[src/fp2r_pkg.sv]
`timescale 1ns / 1ps

package fp2r_pkg;

  localparam int STAGES = 6;

  typedef enum logic [1:0] {
    CLS_PASS = 2'd0,
    CLS_ZERO = 2'd1,
    CLS_ONE  = 2'd2
  } cls_t;

  typedef struct packed {
    logic [STAGES-1:0] en;
  } pipe_ctl_t;

  localparam logic [49:0] HALF_FIX = 50'h2_0000_0000_0000;
  localparam logic [7:0]  EXP_ONE  = 8'd127;
  localparam logic [7:0]  EXP_MAX  = 8'hFF;
  localparam logic [7:0]  EXP_MIN_DIRECT = 8'd118;
  localparam logic [7:0]  EXP_MIN_HALVED = 8'd102;
  localparam logic [7:0]  SHIFT_DIRECT = 8'd100;
  localparam logic [7:0]  SHIFT_HALVED = 8'd101;
  localparam logic [7:0]  BYTE_FULL = 8'hFF;

endpackage

[src/float_pixel_to_rgba8.sv]
`timescale 1ns / 1ps
// Float pixel to RGBA8 converter.
// Input channel: in_valid / in_stall with red_value, green_value, blue_value
// as binary32 patterns. Output channel: out_valid / out_stall with red_byte,
// green_byte, blue_byte and alpha_byte (always 255). A word moves at a clock
// edge where valid is high and stall is low.
// range_mode (cfg_we / cfg_data): 0 maps -1..1, 1 maps 0..1; write it only
// when the pipeline is empty.
// A word passes through six registered stages from input acceptance to
// out_valid. One word per cycle is taken and delivered while out_stall is
// low, set by the six-stage datapath (decode, leading zero count,
// normalise/round, times 255, round, byte round).
// Stages advance independently, so empty stages fill while the output is
// stalled; in_stall rises only when all six stages hold a word and out_stall
// is high.
// Synchronous reset empties the pipeline and sets range_mode to 0.
module float_pixel_to_rgba8 (
  input  logic        clk,
  input  logic        rst,
  input  logic        cfg_we,
  input  logic        cfg_data,
  input  logic        in_valid,
  output logic        in_stall,
  input  logic [31:0] red_value,
  input  logic [31:0] green_value,
  input  logic [31:0] blue_value,
  output logic        out_valid,
  input  logic        out_stall,
  output logic [7:0]  red_byte,
  output logic [7:0]  green_byte,
  output logic [7:0]  blue_byte,
  output logic [7:0]  alpha_byte
);

  logic                range_mode;
  fp2r_pkg::pipe_ctl_t ctl;

  always_ff @(posedge clk) begin
    if (rst) begin
      range_mode <= 1'b0;
    end else if (cfg_we) begin
      range_mode <= cfg_data;
    end
  end

  fp2r_ctrl u_ctrl (
    .clk       (clk),
    .rst       (rst),
    .in_valid  (in_valid),
    .in_stall  (in_stall),
    .out_valid (out_valid),
    .out_stall (out_stall),
    .ctl       (ctl)
  );

  fp2r_lane u_red (
    .clk        (clk),
    .ctl        (ctl),
    .range_mode (range_mode),
    .value      (red_value),
    .byte_out   (red_byte)
  );

  fp2r_lane u_green (
    .clk        (clk),
    .ctl        (ctl),
    .range_mode (range_mode),
    .value      (green_value),
    .byte_out   (green_byte)
  );

  fp2r_lane u_blue (
    .clk        (clk),
    .ctl        (ctl),
    .range_mode (range_mode),
    .value      (blue_value),
    .byte_out   (blue_byte)
  );

  assign alpha_byte = fp2r_pkg::BYTE_FULL;

endmodule

[src/fp2r_ctrl.sv]
`timescale 1ns / 1ps

module fp2r_ctrl (
  input  logic                 clk,
  input  logic                 rst,
  input  logic                 in_valid,
  output logic                 in_stall,
  output logic                 out_valid,
  input  logic                 out_stall,
  output fp2r_pkg::pipe_ctl_t  ctl
);

  localparam int N = fp2r_pkg::STAGES;

  logic [N-1:0] vld;
  logic [N-1:0] vld_next;
  logic [N-1:0] move;

  always_comb begin
    move[N-1] = !vld[N-1] || !out_stall;
    for (int i = N - 2; i >= 0; i--) begin
      move[i] = !vld[i] || move[i+1];
    end
    vld_next[0] = move[0] ? in_valid : vld[0];
    for (int i = 1; i < N; i++) begin
      vld_next[i] = move[i] ? vld[i-1] : vld[i];
    end
  end

  always_ff @(posedge clk) begin
    if (rst) begin
      vld <= '0;
    end else begin
      vld <= vld_next;
    end
  end

  assign in_stall  = !move[0];
  assign out_valid = vld[N-1];
  assign ctl.en    = move;

  a_stall_full: assert property (@(posedge clk) disable iff (rst)
    in_stall |-> (&vld))
    else $error("input stalled with an empty stage");

  a_hold_valid: assert property (@(posedge clk) disable iff (rst)
    ((~move & ~vld) == '0))
    else $error("empty stage held");

  a_count: assert property (@(posedge clk) disable iff (rst)
    !rst |=> ($countones(vld) == $countones($past(vld))
               + ($past(in_valid && !in_stall) ? 1 : 0)
               - ($past(out_valid && !out_stall) ? 1 : 0)))
    else $error("word lost or repeated");

endmodule

[src/fp2r_lane.sv]
`timescale 1ns / 1ps

module fp2r_lane (
  input  logic                clk,
  input  fp2r_pkg::pipe_ctl_t ctl,
  input  logic                range_mode,
  input  logic [31:0]         value,
  output logic [7:0]          byte_out
);

  // stage 1: decode, align to 50 fraction bits, add the half bias in mode 0
  logic              sgn;
  logic [7:0]        ex_in;
  logic [23:0]       man_in;
  logic              nan_in;
  logic [7:0]        sh_full;
  logic [49:0]       x_fix;
  fp2r_pkg::cls_t    cls_d;
  logic [49:0]       t_d;

  fp2r_pkg::cls_t    cls1;
  logic [49:0]       t1;

  always_comb begin
    sgn     = value[31];
    ex_in   = value[30:23];
    man_in  = {|ex_in, value[22:0]};
    nan_in  = (ex_in == fp2r_pkg::EXP_MAX) && (|value[22:0]);
    sh_full = range_mode ? (ex_in - fp2r_pkg::SHIFT_DIRECT)
                         : (ex_in - fp2r_pkg::SHIFT_HALVED);
    x_fix   = {26'd0, man_in} << sh_full[4:0];
    cls_d   = fp2r_pkg::CLS_PASS;
    t_d     = x_fix;
    if (nan_in) begin
      cls_d = fp2r_pkg::CLS_ZERO;
    end else if (range_mode) begin
      if (sgn || ex_in < fp2r_pkg::EXP_MIN_DIRECT) begin
        cls_d = fp2r_pkg::CLS_ZERO;
      end else if (ex_in >= fp2r_pkg::EXP_ONE) begin
        cls_d = fp2r_pkg::CLS_ONE;
      end
    end else begin
      if (ex_in >= fp2r_pkg::EXP_ONE) begin
        cls_d = sgn ? fp2r_pkg::CLS_ZERO : fp2r_pkg::CLS_ONE;
      end else if (ex_in < fp2r_pkg::EXP_MIN_HALVED) begin
        t_d = fp2r_pkg::HALF_FIX;
      end else begin
        t_d = sgn ? (fp2r_pkg::HALF_FIX - x_fix) : (fp2r_pkg::HALF_FIX + x_fix);
      end
    end
  end

  always_ff @(posedge clk) begin
    if (ctl.en[0]) begin
      cls1 <= cls_d;
      t1   <= t_d;
    end
  end

  // stage 2: leading zero count
  logic [5:0]     lz_d;
  fp2r_pkg::cls_t cls2;
  logic [49:0]    t2;
  logic [5:0]     lz2;

  always_comb begin
    lz_d = '0;
    for (int i = 0; i < 50; i++) begin
      if (t1[i]) begin
        lz_d = 6'(49 - i);
      end
    end
  end

  always_ff @(posedge clk) begin
    if (ctl.en[1]) begin
      cls2 <= cls1;
      t2   <= t1;
      lz2  <= lz_d;
    end
  end

  // stage 3: normalise and round to single precision
  logic [49:0]    n_fix;
  logic [24:0]    m_sum;
  logic           m_up;
  fp2r_pkg::cls_t cls_r;
  logic [23:0]    m_r;
  logic [5:0]     e_r;
  fp2r_pkg::cls_t cls3;
  logic [23:0]    m3;
  logic [5:0]     e3;

  always_comb begin
    n_fix = t2 << lz2;
    m_up  = n_fix[25] && ((|n_fix[24:0]) || n_fix[26]);
    m_sum = {1'b0, n_fix[49:26]} + {24'd0, m_up};
    cls_r = cls2;
    m_r   = m_sum[23:0];
    e_r   = lz2;
    if (m_sum[24]) begin
      m_r = 24'h80_0000;
      e_r = lz2 - 6'd1;
      if (lz2 == 6'd0 && cls2 == fp2r_pkg::CLS_PASS) begin
        cls_r = fp2r_pkg::CLS_ONE;
      end
    end
  end

  always_ff @(posedge clk) begin
    if (ctl.en[2]) begin
      cls3 <= cls_r;
      m3   <= m_r;
      e3   <= e_r;
    end
  end

  // stage 4: times 255
  fp2r_pkg::cls_t cls4;
  logic [31:0]    p4;
  logic [5:0]     e4;

  always_ff @(posedge clk) begin
    if (ctl.en[3]) begin
      cls4 <= cls3;
      p4   <= ({8'd0, m3} << 8) - {8'd0, m3};
      e4   <= e3;
    end
  end

  // stage 5: round product to single precision
  logic [23:0]    q_raw;
  logic           q_up;
  logic [24:0]    q_sum;
  logic [3:0]     base;
  logic [23:0]    q_r;
  logic signed [6:0] k_r;
  fp2r_pkg::cls_t cls5;
  logic [23:0]    q5;
  logic signed [6:0] k5;

  always_comb begin
    if (p4[31]) begin
      q_raw = p4[31:8];
      q_up  = p4[7] && ((|p4[6:0]) || p4[8]);
      base  = 4'd9;
    end else begin
      q_raw = p4[30:7];
      q_up  = p4[6] && ((|p4[5:0]) || p4[7]);
      base  = 4'd8;
    end
    q_sum = {1'b0, q_raw} + {24'd0, q_up};
    q_r   = q_sum[23:0];
    if (q_sum[24]) begin
      q_r  = 24'h80_0000;
      base = base + 4'd1;
    end
    k_r = $signed({3'd0, base}) - $signed({1'b0, e4});
  end

  always_ff @(posedge clk) begin
    if (ctl.en[4]) begin
      cls5 <= cls4;
      q5   <= q_r;
      k5   <= k_r;
    end
  end

  // stage 6: round half up to a byte
  logic [34:0] s_fix;
  logic [34:0] s_rnd;
  logic [9:0]  b_whole;
  logic [6:0]  k_neg;
  logic [7:0]  byte_d;

  always_comb begin
    k_neg = 7'(-k5);
    if (k5 >= 0) begin
      s_fix = {11'd0, q5} << k5[3:0];
    end else begin
      s_fix = {11'd0, q5} >> k_neg[5:0];
    end
    s_rnd   = s_fix + 35'h100_0000;
    b_whole = s_rnd[34:25];
    case (cls5)
      fp2r_pkg::CLS_ZERO: byte_d = 8'd0;
      fp2r_pkg::CLS_ONE:  byte_d = fp2r_pkg::BYTE_FULL;
      fp2r_pkg::CLS_PASS: byte_d = (b_whole >= 10'd255) ? fp2r_pkg::BYTE_FULL
                                                        : b_whole[7:0];
      default:            byte_d = 8'd0;
    endcase
  end

  always_ff @(posedge clk) begin
    if (ctl.en[5]) begin
      byte_out <= byte_d;
    end
  end

endmodule
[config.mk]
export PLATFORM = sky130hd
export DESIGN_NAME = float_pixel_to_rgba8
export DESIGN_NICKNAME = d
export VERILOG_FILES = /design/src/fp2r_pkg.sv /design/src/float_pixel_to_rgba8.sv /design/src/fp2r_ctrl.sv /design/src/fp2r_lane.sv
export SDC_FILE = /design/constraint.sdc
export NUM_CORES = 2
export LEC_CHECK = 0
export BUFFER_PORTS_ARGS = -buffer_cell sky130_fd_sc_hd__clkbuf_2
export CAP_MARGIN = 5
export CORE_UTILIZATION = 54
export CTS_CLUSTER_DIAMETER = 50
export DETAILED_ROUTE_END_ITERATION = 12
export PLACE_DENSITY = 0.73
export SETUP_SLACK_MARGIN = 0.15
export SLEW_MARGIN = 10
export SYNTH_ARGS = -nofsm -noshare
export SYNTH_HDL_FRONTEND = slang
export SYNTH_SLANG_ARGS = --single-unit
[constraint.sdc]
create_clock -name clk -period 6.1 [get_ports clk]
set_input_delay 0.61 -clock clk [delete_from_list [all_inputs] [get_ports clk]]
set_output_delay 0.61 -clock clk [all_outputs]
set_load 0.01 [all_outputs]
Yosys cells after proc, flatten, opt, wreduce, memory -nomap -nowiden

Index checks and enable logic that the tools add are counted.

ROM bits: 0
Bits in latches: 0
Register bits: 676
Memories: 0
Output and inout bits: 34
Input port bits: 102
Bits in writable memories: 0

Eq/ne operators: 6
Add/sub/neg operators: 36
Divide/modulo/power cells: 0
Multiplexer cells: 210
Magnitude comparators: 15
Shifts and indexed selects: 12
$mul: 0
Reduce and logical (&&, ||, !) cells: 80
Bitwise operators: 0

Operator list:

| operator                                                   | count |
|---|---|
| 2-to-1 mux 50 bit                                          | 15 |
| 2-to-1 mux 6 bit                                           | 57 |
| 2-to-1 mux 5 bit                                           | 51 |
| adder 24 x 1 -> 25 bit                                     | 6 |
| adder 50 bit, first input constant                         | 3 |
| left shift 24 x 5 -> 50 bit                                | 3 |
| left shift 50 x 6 -> 50 bit                                | 3 |
| subtractor 50 bit, first input constant                    | 3 |
| 2-to-1 mux 4 bit                                           | 27 |
| adder 35 x 25 -> 35 bit, second input constant             | 3 |
| 2-to-1 mux 35 bit                                          | 3 |
| left shift 24 x 4 -> 35 bit                                | 3 |
| right shift 24 x 6 -> 35 bit                               | 3 |
| OR reduction 32 bit                                        | 3 |
| subtractor 32 x 24 -> 32 bit                               | 3 |
| OR reduction 25 bit                                        | 3 |
| 2-to-1 mux 24 bit                                          | 3 |
| OR reduction 23 bit                                        | 3 |
| 2-to-1 mux 2 bit                                           | 27 |
| less-than comparator 8 x 7 -> 1 bit, second input constant | 6 |
| one-hot mux 8 bit (2 select lines)                         | 3 |
| OR reduction 16 bit                                        | 3 |
| OR reduction 8 bit                                         | 6 |
| 2-to-1 mux 3 bit                                           | 12 |
| other kinds (21)                                           | 107 |

Depth between registers and ports, before layout

Word-level depth: 49
Depth in mapped cells: 20
Depth with buffers taken out: 18

Modules after synthesis

A second synthesis with hierarchy kept.

Cell total of the unflattened synthesis: 4878
Area total of the unflattened synthesis: 50143.1 µm²

By module, submodules not included:

| module                  | seq. area each (µm²) | cells each | area an instance (µm²) | times used |
|---|---|---|---|---|
| fp2r_lane at u_blue ... | 6185.9               | 1618       | 16468.3                | 2 |
| fp2r_lane at u_red      | 6185.9               | 1603       | 16866.2                | 1 |
| fp2r_ctrl               | 120.1                | 27         | 242.7                  | 1 |
| float_pixel_to_rgba8    | 20.0                 | 12         | 97.6                   | 1 |

Least setup slack after synthesis

OpenSTA, ideal clock, no wires.

Path kind: in2reg
From: input out_stall
To: register u_blue.cls1[0], enable pin
Path buffers: 0
Arrival: 4.563 ns
Stages: 3
Data required time: 4.398 ns
Slack: -0.164 ns
Setup time: 1.702 ns
Cell sequence: and3_1 and3_1 nand3_1

Cells in the longest elaborated chain, start to end: 7

RTL lines:

| item                           | RTL line                   | source |
|---|---|---|
| from (decl)                    | float_pixel_to_rgba8.sv:28 | `input logic out_stall,` |
| logical NOT 1 bit              | fp2r_ctrl.sv:20            | `move[N-1] = !vld[N-1] \|\| !out_stall;` |
| logical OR 1 bit               | fp2r_ctrl.sv:20            |  |
| logical OR 1 bit (5 in series) | fp2r_ctrl.sv:22            | `move[i] = !vld[i] \|\| move[i+1];` |
| to (signal assigned)           | fp2r_lane.sv:55            | `cls1 <= cls_d;` |
| to (decl)                      | fp2r_lane.sv:21            | `fp2r_pkg::cls_t cls1;` |

No other way between the ends.
A chain may end at the register's enable or synchronous reset.

Final worst setup path

From: register range_mode
To: register u_red.t1[44] (data pin)

Cells in the longest elaborated chain, start to end: 8
Elaborated cells between the ends (all ways): 9
Those cells by class: add/sub (2); shift (1); mux (6)

RTL lines:

| item                                                     | RTL line                   | source |
|---|---|---|
| from (decl)                                              | float_pixel_to_rgba8.sv:35 | `logic range_mode;` |
| from (signal assigned)                                   | float_pixel_to_rgba8.sv:42 | `range_mode <= cfg_data;` |
| 2-to-1 mux 5 bit                                         | fp2r_lane.sv:29            | `sh_full = range_mode ? (ex_in - fp2r_pkg::SHIFT_DIRECT)` |
| left shift 24 x 5 -> 50 bit                              | fp2r_lane.sv:31            | `x_fix = {26'd0, man_in} << sh_full[4:0];` |
| adder 50 bit / subtractor 50 bit (equally long branches) | fp2r_lane.sv:48            | `t_d = sgn ? (fp2r_pkg::HALF_FIX - x_fix) : (fp2r_pkg::HALF_FIX + x_fix);` |
| 2-to-1 mux 50 bit                                        | fp2r_lane.sv:48            |  |
| 2-to-1 mux 50 bit                                        | fp2r_lane.sv:45            | `end else if (ex_in < fp2r_pkg::EXP_MIN_HALVED) begin` |
| 2-to-1 mux 50 bit                                        | fp2r_lane.sv:43            | `if (ex_in >= fp2r_pkg::EXP_ONE) begin` |
| 2-to-1 mux 50 bit                                        | fp2r_lane.sv:36            | `end else if (range_mode) begin` |
| 2-to-1 mux 50 bit *                                      | fp2r_lane.sv:34            | `if (nan_in) begin` |
| net u_red.t_d[44]                                        | fp2r_lane.sv:19            | `logic [49:0] t_d;` |
| to (signal assigned)                                     | fp2r_lane.sv:56            | `t1 <= t_d;` |
| to (decl)                                                | fp2r_lane.sv:22            | `logic [49:0] t1;` |

The timed path passes the listed nets; every way through them passes the cells marked *.

==> out/results.ini <==
[routing]
drt_first_pass_iters=8
drt-total-wl_um=117000
vias=39300
ant_nets=0
vias_per_cell=6.25
drc=0
wl_per_cell_um=18.6
first_iter_violations=3691

[final_layout]
final_area_um2=54400
finalNonFillerCells=6291
n_fill_cell=7683
syn2layout_area_growth_pct=8.37
drive_gt1_frac=0.161
n_antenna_cell=0
final_nets=5181

[clocking]
cts_tree=done
post_cts_buffers=0
cts_sinks=625
clk_pin_slew_ps=60
cts_root_buffer=clkbuf_16
numCtsBuffers=80
holdBufCountCts=0
clkLatencyLatePin_ps=650
ctsResizeCount=0
htree_levels=3
clk_path_buf_depth=3

[hold_path]
min_path_type=primary input to flip-flop

[power_and_ir_drop]
internal-power_w=0.0153
leakage_nw=21.0
vdd_ir_drop_max_mv=0.241
swShare=0.398
pwr-share-seq=0.315
total_power_w=0.0255
comb_power_share=0.505
cellPowerDensity_nw_per_um2=468
switchingPower_w=0.0101
power.share.clock=0.180

[yosys]
synth_edf_count=618
synthArstFlopShare=0
synth-seq-area-share=0.372
synthDominantCellAreaShare=0.370
synth_top_area_cell=edfxtp_1
dominantRegCellSynth=edfxtp_1
synth_seq_cells=625
syn_inst=4977
ys_top_cells_by_area=edfxtp_1 (37%), mux4_2 (10%), mux2i_1 (6.2%)
avgSynthCellArea_um2=10.1
synth.distinct_cells=109
netlist_area_um2=50200
ys_warn_count=0

[floorplanning]
die_h_um=307
pin_count=136
start_util=0.546
die_w_um=307
die_area_um2=94200
core_um2=91900
fp-row-count=111

[sta]
tns_ps=0
worstMarginPinSlew_ps=1150
fin_crit_sh=0.881
finClkSkew_ps=43.7
fmax_mhz=186
maxSlewHeadroom=0.232
rsz0062_at_grt=no
min_period_ps=5370
setup_violations=0
setup_ws_ps=725
hold_violations=0
slew_viol_final=0

[global_route]
grtUsageMet3=0.0279
antenna_found_initial=0
grt_pass1_vias=36300
gr-usage-met2=0.383
top_usage_layer=met2
grt_max_degree=175
track_usage=0.242
grt_pass1_wl_um=189000
grt_util_met1=0.347
grt.overflow.total=0

[placement]
dp.cells=6144
placed_area_um2=51800
gp_congestion=0.949
dp_hpwl_um=87900
port_buffers=127
place_ws_ps=651

[worst_setup_path]
critPathMostFrequentCell=mux2i_1
max_stage_delay_ps=800
worstPathArrival_ps=5750
crit_path_end_kind=flip-flop
crit_type=flip-flop to flip-flop
critPathBufInv=2
cp.required_ps=6480
cp_cell_sequence=xor2_4 -> buf_4 -> mux2i_1 -> mux2i_1 -> a21oi_1 -> mux2_2 -> a2bb2oi_1 -> and4_1 -> nor4bb_2 -> buf_4 -> nand2_1 -> mux2i_1 -> or4_1
cp_max_fo=29
path_delay_family=simple AND/OR/NAND/NOR gates
cp-start-kind=flip-flop
crit_slowest_cell=xor2_4

[status]
outcome=finished clean

[run]
cap_violations=0

[synth_stat cells, drive strengths merged (35+ instances only)]
| library cell | count |
|---|---|
| a211oi | 54 |
| a21o | 36 |
| a21oi | 320 |
| a31oi | 63 |
| and2 | 41 |
| and3 | 35 |
| buf | 150 |
| clkbuf | 150 |
| edfxtp | 618 |
| ha | 93 |
| inv | 181 |
| mux2 | 145 |
| mux2i | 313 |
| mux4 | 231 |
| nand2 | 420 |
| nand2b | 35 |
| nand3 | 129 |
| nand4 | 38 |
| nor2 | 540 |
| nor2b | 54 |
| nor3 | 131 |
| nor4 | 88 |
| o211ai | 35 |
| o21ai | 193 |
| o22ai | 36 |
| o31ai | 37 |
| xnor2 | 240 |
| xor2 | 135 |
[kinds of logic (layout without fill, tap and decap cells)]
| kind of cell | Yosys count | after routing | share of synthesized area |
|---|---|---|---|
| AO/OA/AOI/OAI | 1051 | 1051 | 0.136 |
| XOR/XNOR | 375 | 375 | 0.0682 |
| adder cells (fa/ha/maj) | 96 | 96 | 0.0244 |
| buffers and inverters | 481 | 545 | 0.0427 |
| flip-flops | 625 | 625 | 0.372 |
| multiplexers | 689 | 689 | 0.199 |
| other | 1 | 8 | 0.0000747 |
| AND/OR/NAND/NOR | 1659 | 1659 | 0.158 |
[layout make-up]
type	instances	area (µm²)	share of cell area
clock buffers	94	2110	0.0387
clock inverters	53	541	0.00993
inverters	181	681	0.0125
multi-input cells	3878	29500	0.542
flip-flops and latches	625	18700	0.344
well taps	1243	1560	0.0286
repair buffers	217	1350	0.0248
[state kept, by name, indices dropped and copies added, names as in the netlist, 8 cells and up]
name	cells
u_blue.p4	26
u_green.t2	50
u_blue.byte_out	8
u_blue.m3	24
u_red.byte_out	8
u_red.t1	50
u_green.q5	15
u_green.byte_out	8
u_red.m3	24
u_green.p4	26
u_blue.t2	50
u_green.t1	50
u_blue.q5	15
u_red.t2	50
u_red.q5	15
u_blue.t1	50
u_red.p4	26
u_green.m3	24
[metal layers]
metal | vias up | wire [µm]
met2 | 1508 | 53500
met1 | 18600 | 52800
li1 | 18900 | -
met4 | 0 | 3280
met3 | 251 | 7190
met5 | - | 0
[path summary, 6_finish.rpt]
check,cells after the start,endpoint,slack [ps],startpoint
setup reg to reg,13,u_red.t1[44]$_DFFE_PN_,730,range_mode$_SDFFE_PP0P_
hold / removal,3,range_mode$_SDFFE_PP0P_,210,cfg_data
setup / recovery,13,u_red.t1[44]$_DFFE_PN_,730,range_mode$_SDFFE_PP0P_
hold reg to reg,0,u_blue.e4[3]$_DFFE_PP_,410,u_blue.e3[3]$_DFFE_PP_
[power groups by stage]
stage                     sequential [W]  combinational, W  clock (W)
after floorplan                  0.00744            0.0105          0
after global placement           0.00800            0.0124          0
after detailed placement         0.00808            0.0126          0
after CTS                        0.00801            0.0127    0.00468
after global routing             0.00824            0.0141    0.00484
final                            0.00801            0.0129    0.00459
[worst min-delay path, delay by kind of cell]
| kind | cells | cell delay, ps |
|---|---|---|
| buf+inv | 1 | 70 |
| simple gates | 1 | 70 |
| mux | 1 | 60 |
[metrics by stage]
step / utilization / hold WS (ps)
global route: 0.592 / 212
detailed placement: 0.563 / 405
finish: 0.592 / 214
global placement: 0.563 / 403
floorplan: - / 400
CTS: 0.592 / 188
[cell usage in the layout (no fill, tap or decap), drive strengths merged, types with 193 or more instances in the layout]
| cell | Yosys | routed |
|---|---|---|
| edfxtp | 618 | 618 |
| nor2 | 540 | 540 |
| nand2 | 420 | 420 |
| a21oi | 320 | 320 |
| mux2i | 313 | 313 |
| xnor2 | 240 | 240 |
| mux4 | 231 | 231 |
| clkbuf | 150 | 221 |
| inv | 181 | 197 |
| o21ai | 193 | 193 |
Power figures use the tool's default switching activity.
